File: config.mk
export PLATFORM = sky130hd
export DESIGN_NAME = stftmf_ctrl
export DESIGN_NICKNAME = d
export VERILOG_FILES = /design/src/hw/rtl/stftmf_pkg.sv /design/src/hw/rtl/stftmf_ctrl.sv
export VERILOG_INCLUDE_DIRS = /design/src /design/src/hw/rtl
export SDC_FILE = /design/constraint.sdc
export NUM_CORES = 1
export LEC_CHECK = 0
export ABC_AREA = 1
export BUFFER_PORTS_ARGS = -buffer_cell sky130_fd_sc_hd__buf_2
export CORE_MARGIN = 10
export CORE_UTILIZATION = 59
export CTS_CLUSTER_DIAMETER = 50
export DETAILED_ROUTE_END_ITERATION = 10
export GPL_TIMING_DRIVEN = 0
export PLACE_DENSITY = 0.88
export SLEW_MARGIN = 20
export SYNTH_ARGS = -nofsm -noshare
export SYNTH_HDL_FRONTEND = slang
export SYNTH_SLANG_ARGS = --single-unit
File: constraint.sdc
create_clock -name clock -period 2.6 [get_ports clock]
set_input_delay 0.39 -clock clock [delete_from_list [all_inputs] [get_ports clock]]
set_output_delay 0.39 -clock clock [all_outputs]
set_load 0.005 [all_outputs]
File: src/hw/rtl/stft_magnitude_frames_core_defines.svh
// Assertion macros shared by the STFT magnitude block.
`ifndef STFT_MAGNITUDE_FRAMES_CORE_DEFINES_SVH
`define STFT_MAGNITUDE_FRAMES_CORE_DEFINES_SVH

`ifndef SYNTHESIS

`define STFTMF_ASSERT_IMPLIES(label, clk, rst, cond, prop) \
   label: assert property (@(posedge clk) disable iff (rst) (cond) |-> (prop)) \
      else $error("same-cycle check failed");

`define STFTMF_ASSERT_NEXT(label, clk, rst, cond, prop) \
   label: assert property (@(posedge clk) disable iff (rst) (cond) |=> (prop)) \
      else $error("next-cycle check failed");

`else

`define STFTMF_ASSERT_IMPLIES(label, clk, rst, cond, prop)

`define STFTMF_ASSERT_NEXT(label, clk, rst, cond, prop)

`endif

`endif

File: src/hw/rtl/stftmf_pkg.sv
package stftmf_pkg;

   localparam int FftSize    = 64;
   localparam int WinSize    = 64;
   localparam int SampleBits = 16;
   localparam int HalfBins   = FftSize / 2;
   localparam int LogN       = $clog2(FftSize);
   localparam int BfW        = $clog2(HalfBins);
   localparam int AddrW      = $clog2(FftSize);
   localparam int RingAw     = $clog2(WinSize);
   localparam int SeenW      = $clog2(WinSize + 1);
   localparam int HopW       = 7;
   localparam int HopReset   = 16;
   localparam int PhaseW     = 3;
   localparam int StageW     = 3;
   localparam int StepW      = 5;
   localparam int BinW       = 6;
   localparam int MagW       = 16;
   localparam int FrameW     = 16;
   localparam int WinW       = 16;
   localparam int TwW        = 17;
   localparam int DataW      = 24;
   localparam int WinProdW   = SampleBits + WinW + 1;
   localparam int ProdW      = DataW + TwW;
   localparam int RadW       = 2 * DataW;
   localparam int RootSteps  = RadW / 2;
   localparam int NumW       = 40;
   localparam int QuotW      = 17;
   localparam int DivSteps   = 4;
   localparam int SatMag     = 1 << (SampleBits - 1);
   localparam int WinDen     = WinSize - 1;

   // reciprocal divide: quotient estimate from num[35:4] * floor(2^51 / sum),
   // low by at most one, then one compare and subtract
   localparam int RcpW       = 32;
   localparam int NumShift   = 4;
   localparam int RecipK     = 51;

   localparam logic [63:0] HalfPiQ30 = 64'd1686629713;

   typedef logic [WinW-1:0] win_tab_type [WinSize];
   typedef logic signed [TwW-1:0] tw_tab_type [HalfBins];

   typedef struct packed {
      logic                ring_we;
      logic [RingAw-1:0]   ring_addr;
      logic                win_mul;
      logic [BinW-1:0]     idx;
      logic                work_wr_load;
      logic                work_wr_even;
      logic                work_wr_odd;
      logic [AddrW-1:0]    work_addr;
      logic                even_cap;
      logic                tw_mul;
      logic [BfW-1:0]      tw_idx;
      logic                tw_sum;
      logic                sq_mul;
      logic                sq_sum;
      logic                root_step;
      logic                div_init;
      logic                div_step;
      logic                rsp_load;
      logic                last_bin;
      logic [FrameW-1:0]   frame_number;
   } cmd_type;

   typedef struct packed {
      logic rsp_pending;
   } status_type;

   // Q30 cos/sin of x (Q30 radians, first octant); returns {cos, sin}
   function automatic logic [127:0] taylor(logic [63:0] x);
      logic [63:0] x2;
      logic [63:0] ts;
      logic [63:0] tc;
      longint      ss;
      longint      cs;
      x2 = (x * x) >> 30;
      ts = x;
      tc = 64'd1 << 30;
      ss = signed'(x);
      cs = longint'(1) << 30;
      ts = ((ts * x2) >> 30) / 6;
      tc = ((tc * x2) >> 30) / 2;
      ss = ss - signed'(ts);
      cs = cs - signed'(tc);
      ts = ((ts * x2) >> 30) / 20;
      tc = ((tc * x2) >> 30) / 12;
      ss = ss + signed'(ts);
      cs = cs + signed'(tc);
      ts = ((ts * x2) >> 30) / 42;
      tc = ((tc * x2) >> 30) / 30;
      ss = ss - signed'(ts);
      cs = cs - signed'(tc);
      ts = ((ts * x2) >> 30) / 72;
      tc = ((tc * x2) >> 30) / 56;
      ss = ss + signed'(ts);
      cs = cs + signed'(tc);
      ts = ((ts * x2) >> 30) / 110;
      tc = ((tc * x2) >> 30) / 90;
      ss = ss - signed'(ts);
      cs = cs - signed'(tc);
      ts = ((ts * x2) >> 30) / 156;
      tc = ((tc * x2) >> 30) / 132;
      ss = ss + signed'(ts);
      cs = cs + signed'(tc);
      return {cs, ss};
   endfunction

   // u is a fraction of a turn in 2^-32 units; returns {cos, sin} in Q30
   function automatic logic [127:0] sincos_u(logic [63:0] u);
      logic [63:0]  quad;
      logic [63:0]  r;
      logic [127:0] cs;
      longint       c0;
      longint       s0;
      longint       t;
      quad = (u >> 30) & 64'd3;
      r    = u & 64'h3FFF_FFFF;
      if (r > (64'd1 << 29)) begin
         cs = taylor((((64'd1 << 30) - r) * HalfPiQ30) >> 30);
         s0 = signed'(cs[127:64]);
         c0 = signed'(cs[63:0]);
      end else begin
         cs = taylor((r * HalfPiQ30) >> 30);
         c0 = signed'(cs[127:64]);
         s0 = signed'(cs[63:0]);
      end
      if (quad == 64'd1) begin
         t  = c0;
         c0 = -s0;
         s0 = t;
      end else if (quad == 64'd2) begin
         c0 = -c0;
         s0 = -s0;
      end else if (quad == 64'd3) begin
         t  = c0;
         c0 = s0;
         s0 = -t;
      end
      return {c0, s0};
   endfunction

   function automatic logic signed [TwW-1:0] q30_to_q15(longint v);
      if (v >= 0) begin
         return TwW'((v + 16384) >>> 15);
      end
      return TwW'(-((-v + 16384) >>> 15));
   endfunction

   function automatic win_tab_type build_win();
      win_tab_type  tab;
      logic [127:0] cs;
      logic [63:0]  u;
      longint       c;
      for (int i = 0; i < WinSize; i++) begin
         u      = ((64'(i) % WinDen) << 32) / WinDen;
         cs     = sincos_u(u);
         c      = signed'(cs[127:64]);
         tab[i] = WinW'(((longint'(1) << 30) - c + 32768) >>> 16);
      end
      return tab;
   endfunction

   function automatic tw_tab_type build_tw(logic want_cos);
      tw_tab_type   tab;
      logic [127:0] cs;
      logic [63:0]  u;
      for (int i = 0; i < HalfBins; i++) begin
         u  = (64'(i) << 32) / FftSize;
         cs = sincos_u(u);
         if (want_cos) begin
            tab[i] = q30_to_q15(signed'(cs[127:64]));
         end else begin
            tab[i] = q30_to_q15(signed'(cs[63:0]));
         end
      end
      return tab;
   endfunction

   function automatic logic [NumW-1:0] win_total(win_tab_type tab);
      logic [NumW-1:0] acc;
      acc = '0;
      for (int i = 0; i < WinSize; i++) begin
         acc = acc + NumW'(tab[i]);
      end
      return acc;
   endfunction

   localparam win_tab_type WIN_TAB = build_win();
   localparam tw_tab_type  TW_COS  = build_tw(1'b1);
   localparam tw_tab_type  TW_SIN  = build_tw(1'b0);

   localparam logic [NumW-1:0] WinSum    = win_total(WIN_TAB);
   localparam logic [NumW-1:0] HalfSum   = WinSum / 2;
   localparam logic [NumW-1:0] SatLimit  = WinSum << (SampleBits - 1);
   localparam logic [63:0]     RecipFull = (64'd1 << RecipK) / 64'(WinSum);
   localparam logic [RcpW-1:0] Recip     = RecipFull[RcpW-1:0];

endpackage

File: src/hw/rtl/stftmf_ctrl.sv
`include "stft_magnitude_frames_core_defines.svh"

module stftmf_ctrl (
   input  logic                          clock,
   input  logic                          reset,
   input  logic                          req_valid,
   output logic                          req_ready,
   input  logic                          csr_we,
   input  logic [stftmf_pkg::HopW-1:0]   csr_wdata,
   input  stftmf_pkg::status_type        status,
   output stftmf_pkg::cmd_type           cmd
);
   import stftmf_pkg::*;

   typedef enum logic [6:0] {
      ST_IDLE = 7'b0000001,
      ST_LOAD = 7'b0000010,
      ST_BFLY = 7'b0000100,
      ST_MAG  = 7'b0001000,
      ST_ROOT = 7'b0010000,
      ST_DIV  = 7'b0100000,
      ST_SEND = 7'b1000000
   } state_type;

   state_type            state_ff, state_in;
   logic [PhaseW-1:0]    phase_ff, phase_in;
   logic [BinW-1:0]      idx_ff, idx_in;
   logic [StageW-1:0]    stage_ff, stage_in;
   logic [StepW-1:0]     step_ff, step_in;
   logic [RingAw-1:0]    wp_ff, wp_in;
   logic [SeenW-1:0]     seen_ff, seen_in;
   logic [HopW-1:0]      hop_cnt_ff, hop_cnt_in;
   logic [HopW-1:0]      hop_ff;
   logic [FrameW-1:0]    frame_ff, frame_in;

   logic                 accept;
   logic                 warm;
   logic                 fire;
   logic [HopW-1:0]      hop_next;
   logic [HopW-1:0]      eff_hop;
   logic [BfW-1:0]       bf_b;
   logic [AddrW-1:0]     half;
   logic [BfW-1:0]       bf_k;
   logic [AddrW-1:0]     even_addr;
   logic [AddrW-1:0]     odd_addr;
   logic [AddrW-1:0]     rev_idx;
   logic                 last_idx;

   assign req_ready = (state_ff == ST_IDLE);
   assign accept    = req_ready && req_valid;
   assign warm      = (seen_ff < SeenW'(WinSize));
   assign hop_next  = hop_cnt_ff + HopW'(1);
   assign eff_hop   = (hop_ff == '0) ? HopW'(1) : hop_ff;
   assign fire      = warm ? (seen_ff == SeenW'(WinSize - 1)) : (hop_next >= eff_hop);
   assign last_idx  = (idx_ff == BinW'(HalfBins - 1));

   // butterfly pair for the current stage: groups of 2*half, pair k inside a group
   assign bf_b      = idx_ff[BfW-1:0];
   assign half      = AddrW'(1) << stage_ff;
   assign bf_k      = bf_b & BfW'(half - AddrW'(1));
   assign even_addr = ((AddrW'(bf_b) >> stage_ff) << (stage_ff + StageW'(1))) | AddrW'(bf_k);
   assign odd_addr  = even_addr | half;

   always_comb begin
      for (int j = 0; j < LogN; j++) begin
         rev_idx[LogN-1-j] = idx_ff[j];
      end
   end

   always_comb begin
      state_in   = state_ff;
      phase_in   = phase_ff;
      idx_in     = idx_ff;
      stage_in   = stage_ff;
      step_in    = step_ff;
      wp_in      = wp_ff;
      seen_in    = seen_ff;
      hop_cnt_in = hop_cnt_ff;
      frame_in   = frame_ff;

      cmd              = '0;
      cmd.ring_addr    = wp_ff;
      cmd.idx          = idx_ff;
      cmd.work_addr    = idx_ff;
      cmd.tw_idx       = BfW'(bf_k << (StageW'(BfW) - stage_ff));
      cmd.last_bin     = last_idx;
      cmd.frame_number = frame_ff;

      unique case (state_ff)
         ST_IDLE: begin
            if (accept) begin
               cmd.ring_we = 1'b1;
               wp_in       = wp_ff + RingAw'(1);
               if (warm) begin
                  seen_in = seen_ff + SeenW'(1);
               end else begin
                  hop_cnt_in = hop_next;
               end
               if (fire) begin
                  hop_cnt_in = '0;
                  state_in   = ST_LOAD;
                  idx_in     = '0;
                  phase_in   = '0;
               end
            end
         end
         ST_LOAD: begin
            // ring is read oldest first, starting at the write pointer
            cmd.ring_addr = wp_ff + RingAw'(idx_ff);
            cmd.work_addr = rev_idx;
            case (phase_ff)
               3'd0: phase_in = 3'd1;
               3'd1: begin
                  cmd.win_mul = 1'b1;
                  phase_in    = 3'd2;
               end
               default: begin
                  cmd.work_wr_load = 1'b1;
                  phase_in         = '0;
                  if (idx_ff == BinW'(WinSize - 1)) begin
                     state_in = ST_BFLY;
                     idx_in   = '0;
                     stage_in = '0;
                  end else begin
                     idx_in = idx_ff + BinW'(1);
                  end
               end
            endcase
         end
         ST_BFLY: begin
            case (phase_ff)
               3'd0: begin
                  cmd.work_addr = even_addr;
                  phase_in      = 3'd1;
               end
               3'd1: begin
                  cmd.work_addr = odd_addr;
                  cmd.even_cap  = 1'b1;
                  phase_in      = 3'd2;
               end
               3'd2: begin
                  cmd.tw_mul = 1'b1;
                  phase_in   = 3'd3;
               end
               3'd3: begin
                  cmd.tw_sum = 1'b1;
                  phase_in   = 3'd4;
               end
               3'd4: begin
                  cmd.work_addr    = even_addr;
                  cmd.work_wr_even = 1'b1;
                  phase_in         = 3'd5;
               end
               default: begin
                  cmd.work_addr   = odd_addr;
                  cmd.work_wr_odd = 1'b1;
                  phase_in        = '0;
                  if (bf_b == BfW'(HalfBins - 1)) begin
                     idx_in = '0;
                     if (stage_ff == StageW'(LogN - 1)) begin
                        state_in = ST_MAG;
                     end else begin
                        stage_in = stage_ff + StageW'(1);
                     end
                  end else begin
                     idx_in = idx_ff + BinW'(1);
                  end
               end
            endcase
         end
         ST_MAG: begin
            case (phase_ff)
               3'd0: phase_in = 3'd1;
               3'd1: begin
                  cmd.sq_mul = 1'b1;
                  phase_in   = 3'd2;
               end
               default: begin
                  cmd.sq_sum = 1'b1;
                  phase_in   = '0;
                  step_in    = '0;
                  state_in   = ST_ROOT;
               end
            endcase
         end
         ST_ROOT: begin
            cmd.root_step = 1'b1;
            step_in       = step_ff + StepW'(1);
            if (step_ff == StepW'(RootSteps - 1)) begin
               step_in  = '0;
               phase_in = '0;
               state_in = ST_DIV;
            end
         end
         ST_DIV: begin
            if (phase_ff == '0) begin
               cmd.div_init = 1'b1;
               phase_in     = 3'd1;
            end else begin
               cmd.div_step = 1'b1;
               step_in      = step_ff + StepW'(1);
               if (step_ff == StepW'(DivSteps - 1)) begin
                  step_in  = '0;
                  phase_in = '0;
                  state_in = ST_SEND;
               end
            end
         end
         ST_SEND: begin
            if (!status.rsp_pending) begin
               cmd.rsp_load = 1'b1;
               if (last_idx) begin
                  frame_in = frame_ff + FrameW'(1);
                  idx_in   = '0;
                  state_in = ST_IDLE;
               end else begin
                  idx_in   = idx_ff + BinW'(1);
                  state_in = ST_MAG;
               end
            end
         end
         default: state_in = ST_IDLE;
      endcase
   end

   always_ff @(posedge clock) begin
      if (reset) begin
         state_ff   <= ST_IDLE;
         phase_ff   <= '0;
         idx_ff     <= '0;
         stage_ff   <= '0;
         step_ff    <= '0;
         wp_ff      <= '0;
         seen_ff    <= '0;
         hop_cnt_ff <= '0;
         frame_ff   <= '0;
      end else begin
         state_ff   <= state_in;
         phase_ff   <= phase_in;
         idx_ff     <= idx_in;
         stage_ff   <= stage_in;
         step_ff    <= step_in;
         wp_ff      <= wp_in;
         seen_ff    <= seen_in;
         hop_cnt_ff <= hop_cnt_in;
         frame_ff   <= frame_in;
      end
   end

   always_ff @(posedge clock) begin
      if (reset) begin
         hop_ff <= HopW'(HopReset);
      end else if (csr_we) begin
         hop_ff <= csr_wdata;
      end
   end

   `STFTMF_ASSERT_NEXT(a_fire_starts_load, clock, reset, accept && fire, state_ff == ST_LOAD)
   `STFTMF_ASSERT_IMPLIES(a_hop_after_fill, clock, reset, hop_cnt_ff != '0, seen_ff == SeenW'(WinSize))
   `STFTMF_ASSERT_IMPLIES(a_load_when_free, clock, reset, cmd.rsp_load, !status.rsp_pending)

endmodule

==> summary.txt, run 1 <==
Global routing
  • Gr usage total: between 20% and 30%
  • Vias in the first global route: around 5.2k
  • Grt total ovfl: 0
  • First-pass GRT wire length: roughly 24000 µm
  • Initial antenna violation count: 1
  • Largest net degree at the start of global routing: 13

Yosys
  • Mapped Nets: a little over 800
  • Mapped Area: between 4000 and 5000 µm²
  • Syn. warnings: 0
  • Gate Count Post-Synth: 779
  • Register area share after synthesis: roughly 27%
  • Synth Area per Inst: between 6 and 7 µm²
  • Unique masters post-synth: 42
  • Register bit total from synthesis: 67

Pwr
  • Int Power: between 0.002 and 0.0025 W
  • Worst IR Drop VDD: roughly 0.00045 V
  • Clock Power Share: about a quarter
  • Logic gate share of total power: roughly 44%
  • Leak: 2.83 nW
  • Pwr Total: 0.00392 W
  • Sequential power share: approximately a third
  • Net Sw Frac: between 40% and 50%
  • P_sw: around 0.0017 W
  • PD cells: approximately 660 nW/µm²

Run
  • MaxCap Viol Count: 0

Drt
  • DR vias/cell: 5.70
  • Vias post-DR: roughly 5.6k
  • DR pass1 iterations: 5
  • Antenna viol nets, final: 0
  • DRC Markers: 0
  • Wire per inst: approximately 15 µm
  • Routed wire length: around 15000 µm
  • Starting DRT DRC Count: roughly 370

Hold path
  • Hold WC Path Type: in2reg

Clock tree
  • CTS root buf: clkbuf_8
  • # H-tree levels: 3
  • CTS tree: yes
  • Max Root-Sink Buffers: 2
  • Clock sink total: 67
  • Insertion delay to the later sink of the worst-skew pair: between 0.3 and 0.4 ns
  • Cts bufs inserted: 9
  • Reg clk slew, reported paths: approximately 0.09 ns

STA
  • Clock skew: ~0.014 ns
  • Final setup vio count: 0
  • Rel. slew slack: between 50 and 60%
  • Tcrit/Tclk final: 97.0%
  • Crit path time final: roughly 2.5 ns
  • Fin. Hold Viols: 0
  • Max-slew violation count: 0
  • Setup TNS: 0 ns
  • Worst hold slack: between 0.2 and 0.3 ns
  • Fmax: 0.396 GHz
  • Measured slew at the worst slew-check pin: about 0.65 ns

Floorplanning
  • Site row count: 33
  • Core area: 8180 µm²
  • Initial Util: between 60% and 70%
  • Chip width: around 110 µm
  • Die footprint: about 12000 µm²
  • Top Ports: 67
  • DIE HEIGHT: 112 µm

Placement
  • Routability congestion estimate: approximately 0.96
  • Hpwl dp: 11000 µm
  • Placed inst area: between 5000 and 6000 µm²
  • I/O Buffers: 65

Cells and area
  • Ant. Diodes: 0
  • Layout cells sized above 1: roughly a fifth
  • Area growth, synth to finish: 19.7%
  • Final Instance Area: approximately 5900 µm²
  • Final core occ: 72.3%
  • # nets final: around 900

Worst setup path
  • Critical Path Start Type: flop
  • Crit. End Element: output port
  • Worst EP required: ~2.2 ns
  • Crit path max fanout: 7
  • CP arrival: around 2.1 ns
  • Register-to-register setup slack: approximately 0.14 ns
  • Critical path class: reg2out

Status
  • Status: completed
kinds of logic (layout without fill, tap and decap cells):
kind of cell | after synthesis | count (layout) | synth area share, %
buffers and inverters | 127 | 217 | 10.1
AO/OA/AOI/OAI | 141 | 141 | 15.5
AND/OR/NAND/NOR | 403 | 403 | 37.7
flip-flops | 67 | 67 | 27.2
XOR/XNOR | 14 | 14 | 2.48
adder cells (fa/ha/maj) | 27 | 27 | 6.99
final cells by class:
cell class,count,area (µm²)
tap,105,131
buffer,15,78.8
clock inverter,6,63.8
timing repair buffer,76,412
inverter,110,440
fill,714,2260
sequential,67,1360
multi-input combinational,585,3290
clock buffer,10,138
stage by stage:
stage	std cells	setup slack, ns
after CTS	970	0.00578
after global routing	974	-0.0347
after global placement	949	-0.344
after detailed placement	949	-0.417
final	974	0.0768
after floorplan	779	0.273
path summary, 6_finish.rpt:
path | startpoint | to | cells past startpoint
setup / recovery | stage_ff[1] | cmd[35] | 15
hold / removal | csr_wdata[4] | hop_ff[4] | 3
setup reg to reg | hop_cnt_ff[0] | idx_ff[4] | 14
hold reg to reg | hop_ff[3] | hop_ff[3] | 2
state kept, by name (all words and copies together) (netlist names):
register    cells
frame_ff       16
hop_cnt_ff      7
hop_ff          7
seen_ff         7
state_ff        7
idx_ff          6
wp_ff           6
step_ff         5
phase_ff        3
stage_ff        3
layer usage:
layer | wire length (µm) | vias to the layer above | GRT usage (%) | share of wire [%]
met5 | 14 | - | 0 | 0.093
met4 | 441 | 2 | 8.57 | 2.9
met3 | 1060 | 48 | 4.94 | 7.0
met2 | 7380 | 243 | 40.2 | 49
met1 | 6170 | 2544 | 25.9 | 41
li1 | - | 2717 | - | -
timing repair:
| item | CTS | global route |
|---|---|---|
| buffers inserted | 5 | 6 |
| pin swaps | 0 | 9 |
| gates resized for setup | 25 | 46 |
| setup endpoints to repair | 20 | 33 |
| hold buffers | 0 | 0 |
power by group through the flow:
stage	clock [W]	sequential, W	combinational [W]
after floorplan	0	0.00125	0.00114
after global placement	0	0.00128	0.00148
after detailed placement	0	0.00129	0.00152
after CTS	0.000908	0.00126	0.00161
after global routing	0.000959	0.00128	0.00191
final	0.000917	0.00128	0.00173
critical path, cell delays in order (launching register included):
cell and delay (ns):
dfxtp_4 0.41, clkinv_8 0.08, ha_4 0.17, nand2_2 0.10, ha_4 0.16, nand3_2 0.08, a21oi_1 0.15, o21ai_1 0.12
nand2_1 0.09, inv_1 0.04, nand2_1 0.05, nand2_1 0.04, nand2_1 0.06, nand2_1 0.05, nand2_1 0.06, buf_2 0.10
layout by cell type (no fill, tap or decap), drive strengths merged, types with 9 or more instances in the layout:
cell type  netlist  layout
dfxtp           67      67
nor2            97      97
clkbuf           9      20
o21ai           45      45
nand3           58      58
nand4            9       9
a21oi           68      68
buf              8      81
inv            109     110
xor2            12      12
nor3            22      22
nand2          206     206
ha              26      26
synthesized netlist by cell type (all sizes together):
cell type  number  share of area (%)
nor2           97                8.9
buf             8                1.1
a31o            2               0.35
nand2         206                 17
o211ai          3               0.46
nand3b          1               0.15
a22oi           3               0.46
a31oi           3               0.38
nand4           9                1.1
or2             2               0.25
o21ai          45                4.6
xnor2           2               0.35
a211oi          2               0.30
xor2           12                2.1
a21oi          68                6.9
clkinv          1              0.076
nor3b           5               0.86
a32oi           1               0.18
fa              1               0.41
ha             26                6.6
inv           109                8.3
clkbuf          9               0.68
dfxtp          67                 27
o22ai           8                1.0
nand3          58                6.7
nor4            3               0.38
nor3           22                2.8
o21a            6               0.91
Power figures use the tool's default switching activity.
==> inputs of run 2 (changes only) <==
--- a/config.mk
+++ b/config.mk
@@ -14,6 +14,7 @@
 export DETAILED_ROUTE_END_ITERATION = 10
 export GPL_TIMING_DRIVEN = 0
 export PLACE_DENSITY = 0.88
+export RECOVER_POWER = 50
 export SLEW_MARGIN = 20
 export SYNTH_ARGS = -nofsm -noshare
 export SYNTH_HDL_FRONTEND = slang
==> summary.txt, run 2 (synthesized netlist as in run 1, its figures left out) <==
Cells and area
  • Commonest non-fill, non-tap cell in the layout: nand2_1
  • # nets final: about 900
  • Area growth, synth to finish: 18.1%
  • Max reg flops: 16
  • Top reg by flops: frame_ff
  • Ant. Diodes: 0
  • Fill cells: 737
  • Final core occ: approximately 71%
  • Layout cells sized above 1: 17.7%
  • Most frequent cells in the layout: nand2_1, inv_1, nor2_1
  • Final Instance Area: roughly 6000 µm²

Global routing
  • Grt total ovfl: 0
  • First-pass GRT wire length: roughly 24000 µm
  • Gr usage total: 22.6%
  • Initial antenna violation count: 1
  • Vias in the first global route: around 5.2k
  • Largest net degree at the start of global routing: 13

Worst setup path
  • Cell family with most CP delay: simple AND/OR/NAND/NOR gates
  • Crit. End Element: output port
  • Critical Path Start Type: flop
  • Worst R2R End: idx_ff[4]
  • Buf/Inv on CP: 3
  • Register-to-register setup slack: 0.12 ns
  • Critical R2R Launch: hop_cnt_ff[0]
  • Cells along the critical path: clkinv_8, ha_4, nand2_2, ha_4, nand3_2, a21oi_1, o21ai_1, nand2_1, inv_1, nand2_1, nand2_1, nand2_1, nand2_1, nand2_1, buf_2
  • Slowest Stage Delay on Critical Path: 0.41 ns
  • Crit path max fanout: 7
  • Crit path top cell by count: nand2_1
  • CP arrival: 2.13 ns
  • Crit-path slowest cell: dfxtp_4
  • Critical path class: reg2out
  • Worst EP required: approximately 2.2 ns
  • R2R depth: 14

Drt
  • DRC Markers: 0
  • DR pass1 iterations: 5
  • DR vias/cell: around 5.7
  • Starting DRT DRC Count: ~330
  • Routed wire length: about 15000 µm
  • Antenna viol nets, final: 0
  • Vias post-DR: 5529
  • Wire per inst: 15.4 µm

Pwr
  • Worst IR Drop VDD: ~0.00045 V
  • Net Sw Frac: 43.1%
  • P_sw: 0.00167 W
  • Int Power: roughly 0.0022 W
  • Leak: 2.75 nW
  • Sequential power share: 32.9%
  • PD cells: around 660 nW/µm²
  • Logic gate share of total power: between 40% and 50%
  • Clock Power Share: about a quarter

Placement
  • Routability congestion estimate: slightly below 1
  • Hpwl dp: about 11000 µm
  • Placed inst area: between 5000 and 6000 µm²
  • I/O Buffers: 65

Clock tree
  • Reg clk slew, reported paths: 0.09 ns
  • Max Root-Sink Buffers: 2
  • CTS root buf: clkbuf_8
  • Insertion delay to the later sink of the worst-skew pair: roughly 0.36 ns
  • CTS tree: yes
  • Clock sink total: 67
  • Cts bufs inserted: 9
  • # H-tree levels: 3

Floorplanning
  • Die footprint: approximately 12000 µm²
  • Site row count: 33
  • Initial Util: between 60% and 70%
  • DIE HEIGHT: 112 µm
  • Chip width: roughly 110 µm
  • Top Ports: 67
  • Core area: approximately 8200 µm²

Hold path
  • Hold Crit Endpoint: hop_ff[4]
  • Worst hold start: csr_wdata[4]
  • Hold WC Path Type: in2reg
  • Hold Path Depth: 3

STA
  • Measured slew at the worst slew-check pin: roughly 0.68 ns
  • Fmax: slightly below 0.4 GHz
  • Max-slew violation count: 0
  • Tcrit/Tclk final: a little over nine tenths
  • Final setup vio count: 0
  • Crit path time final: approximately 2.5 ns
  • Fin. Hold Viols: 0
  • Rel. slew slack: between 50% and 60%
  • Clock skew: approximately 0.015 ns

Status
  • Status: completed

Run
  • MaxCap Viol Count: 0
-- run 2: changes by cell type in the layout (fill, tap and decap cells not counted) --
cell      change
nor2_2        -2
nor3_2        -1
nor2_1        +5
clkbuf_1     +18
nand3_1       +2
inv_1         +4
nor2_4        -3
nand3_4       -2
inv_2         -4
buf_2        -18
nor3_1        +1
-- run 2: per-stage QoR --
| step | TNS [ns] | hold WS (ns) | total power [W] | std cells | setup WS, ns |
|---|---|---|---|---|---|
| CTS | 0 | 0.260 | 0.00379 | 970 | 0.00578 |
| floorplan | 0 | 0.451 | 0.00239 | 779 | 0.273 |
| global route | -0.0582 | 0.261 | 0.00412 | 974 | -0.0347 |
| finish | 0 | 0.265 | 0.00388 | 974 | 0.0788 |
| global placement | -2.04 | 0.467 | 0.00276 | 949 | -0.344 |
| detailed placement | -2.88 | 0.478 | 0.00281 | 949 | -0.417 |
-- run 2: worst max-delay path by stage --
| stage | slack (ns) | startpoint | depth (start not counted) | endpoint |
|---|---|---|---|---|
| floorplan | 0.27 | stage_ff[1] | 10 | cmd[28] |
| global placement | -0.34 | stage_ff[1] | 14 | cmd[35] |
| detailed placement | -0.42 | stage_ff[1] | 14 | cmd[35] |
| CTS | 0.006 | stage_ff[1] | 12 | cmd[28] |
| global route | -0.03 | stage_ff[1] | 11 | cmd[28] |
| finish | 0.08 | stage_ff[1] | 15 | cmd[35] |
-- run 2: cell type report --
type | count | area, µm² | share of cell area, %
Timing Repair Buffer | 76 | 389 | 6.67
Sequential cell | 67 | 1360 | 23.3
Clock buffer | 10 | 138 | 2.36
Tap cell | 105 | 131 | 2.25
Multi-Input combinational cell | 585 | 3230 | 55.4
Clock inverter | 6 | 63.8 | 1.09
Buffer | 15 | 78.8 | 1.35
Inverter | 110 | 440 | 7.55
-- run 2: routing by layer --
| layer | track usage (%) | share of wire, % |
|---|---|---|
| met5 | 0 | 0.073 |
| met4 | 8.57 | 3.0 |
| met3 | 4.94 | 6.8 |
| met2 | 40.2 | 49 |
| met1 | 25.9 | 41 |
-- run 2: worst reg2reg max path: stages, from the launching register on --
cell and delay (ns):
dfxtp_4 0.38, ha_4 0.15, nand3_2 0.09, nand3b_1 0.22, xnor2_2 0.18, ha_1 0.31, nand2_2 0.09, nor2_4 0.12
nand4_1 0.10, nand3_2 0.10, nand2_2 0.06, nand3_4 0.10, nand3_4 0.15, a21oi_1 0.22, nor2_1 0.07
-- run 2: repair_timing --
item / CTS / global route
resized for setup: 25 / 46
endpoints found under the setup margin: 20 / 33
pin swaps: 0 / 9
hold buffers: 0 / 0
buffers inserted: 5 / 6
-- run 2: power by group through the flow --
stage | sequential (W) | combinational (W) | clock, W
2_1_floorplan | 0.00125 | 0.00114 | 0
3_3_place_gp | 0.00128 | 0.00148 | 0
3_5_place_dp | 0.00129 | 0.00152 | 0
4_1_cts | 0.00126 | 0.00161 | 0.000908
5_1_grt | 0.00128 | 0.00187 | 0.000959
6_report | 0.00128 | 0.00169 | 0.000912
==> inputs of run 3 (changes only) <==
--- a/config.mk
+++ b/config.mk
@@ -13,7 +13,7 @@
 export CTS_CLUSTER_DIAMETER = 50
 export DETAILED_ROUTE_END_ITERATION = 10
 export GPL_TIMING_DRIVEN = 0
-export PLACE_DENSITY = 0.88
+export PLACE_DENSITY = 0.83
 export RECOVER_POWER = 50
 export SLEW_MARGIN = 20
 export SYNTH_ARGS = -nofsm -noshare
==> summary.txt, run 3 (synthesized netlist as in run 1, its figures left out) <==
Pwr
  • Pwr Total: approximately 0.004 W
  • Leak: roughly 2.7 nW
  • Worst IR Drop VDD: ~0.0004 V
  • PD cells: between 600 and 700 nW/µm²

STA
  • Final setup vio count: 0
  • Max-slew violation count: 0
  • Measured slew at the worst slew-check pin: about 0.65 ns
  • RSZ-0062 raised after global routing: true
  • Tcrit/Tclk final: slightly below 100%
  • Fin. Hold Viols: 0
  • Crit path time final: approximately 2.6 ns
  • Rel. slew slack: ~56%
  • Clock skew: 0.0136 ns
  • Fmax: a little under 0.4 GHz

Clock tree
  • Cts bufs inserted: 9
  • Hold_buf cts: 0
  • CTS root buf: clkbuf_8
  • CTS tree: yes
  • Max Root-Sink Buffers: 2
  • # H-tree levels: 3
  • Reg clk slew, reported paths: about 0.080 ns
  • Insertion delay to the later sink of the worst-skew pair: about 0.35 ns
  • Clock sink total: 67

Worst setup path
  • Crit. End Element: output port
  • Critical Path Start Type: flop
  • R2R depth: 15
  • Critical path class: reg2out
  • Worst EP required: 2.21 ns
  • CP arrival: approximately 2.2 ns
  • Crit path max fanout: 8

Placement
  • Routability congestion estimate: 0.988
  • I/O Buffers: 65
  • Hpwl dp: about 11000 µm
  • Dpl cells: between 900 and 1k

Global routing
  • First-pass GRT wire length: 23600 µm
  • Gr usage total: ~22%
  • Grt total ovfl: 0
  • Largest net degree at the start of global routing: 14
  • Vias in the first global route: 5225
  • Initial antenna violation count: 0

Drt
  • Starting DRT DRC Count: around 300
  • Routed wire length: around 14000 µm
  • Antenna viol nets, final: 0
  • Met2 WL: about 7000 µm
  • Wl on met1: slightly below 6000 µm
  • DR vias/cell: 5.60
  • Wire per inst: 14.5 µm
  • Vias post-DR: 5454
  • DR pass1 iterations: 5
  • Top routing layer in use: met4
  • Met3 WL: ~1000 µm
  • DRC Markers: 0

Floorplanning
  • Initial Util: about three fifths
  • Top Ports: between 60 and 70
  • Core area: ~8200 µm²
  • Die footprint: ~12000 µm²
  • Site row count: 33
  • DIE HEIGHT: 112 µm
  • Chip width: roughly 110 µm

Cells and area
  • Max reg flops: 16
  • # nets final: ~900
  • Layout cells sized above 1: roughly 18%
  • Area growth, synth to finish: 18.5%
  • Fill cells: between 600 and 700
  • Ant. Diodes: 0
  • Fin cells: 974
  • Top reg by flops: frame_ff
  • Commonest non-fill, non-tap cell in the layout: nand2_1
  • Most frequent cells in the layout: nand2_1, inv_1, nor2_1

Run
  • MaxCap Viol Count: 0

Status
  • Status: completed

Hold path
  • Hold WC Path Type: in2reg
  • Hold Path Depth: 3
run 3: power by group:
part	internal, W	switching [W]
clock	0.000481	0.000449
combinational	0.000623	0.00107
sequential	0.00113	0.000139
run 3: repair_timing:
action	in CTS	in global routing
endpoints found under the setup margin	20	27
gates resized for setup	24	53
pin swaps	2	17
setup buffers	5	5
run 3: layer usage:
metal / vias to the layer above / GRT usage [%]
met4: 0 / 8.31
met2: 207 / 38.8
li1: 2723 / -
met5: - / 0
met3: 35 / 4.29
met1: 2489 / 25.2
run 3: final cells by class:
class                   instances  area, µm²  area share, %
flip-flops and latches         67       1360           23.2
inverters                     110        433           7.39
clock buffers                  10        138           2.35
plain buffers                  16       91.3           1.56
multi-input cells             585       3250           55.4
well taps                     105        131           2.24
repair buffers                 75        385           6.58
clock inverters                 6       71.3           1.22
run 3: critical path, stage by stage (launching register included):
cell and delay (ns):
dfxtp_4 0.43, inv_4 0.04, buf_4 0.15, ha_2 0.20
nand2_4 0.08, inv_2 0.04, or2_2 0.29, nand3_4 0.08
nand2_2 0.05, o21ai_2 0.07, nor2_1 0.06, a21oi_1 0.12
o21ai_1 0.07, buf_2 0.13
run 3: final timing paths:
check                              startpoint     endpoint  slack (ns)
worst max-delay path              stage_ff[0]      cmd[28]        0.04
worst min-delay path             csr_wdata[4]    hop_ff[4]        0.27
worst max register to register  hop_cnt_ff[0]  state_ff[2]        0.15
worst min register to register     seen_ff[4]   seen_ff[4]        0.49
run 3: metrics by stage:
step | worst slack [ns] | util, % | hold WS [ns] | cell area, µm² | TNS (ns)
after floorplan | 0.273 | - | 0.451 | 4940 | 0
after global placement | -0.292 | 66.0 | 0.467 | 5400 | -1.21
after detailed placement | -0.325 | 66.0 | 0.480 | 5400 | -1.96
after CTS | 0.00647 | 69.8 | 0.268 | 5710 | 0
after global routing | -0.0508 | 71.6 | 0.279 | 5860 | -0.272
final | 0.0385 | 71.6 | 0.274 | 5860 | 0
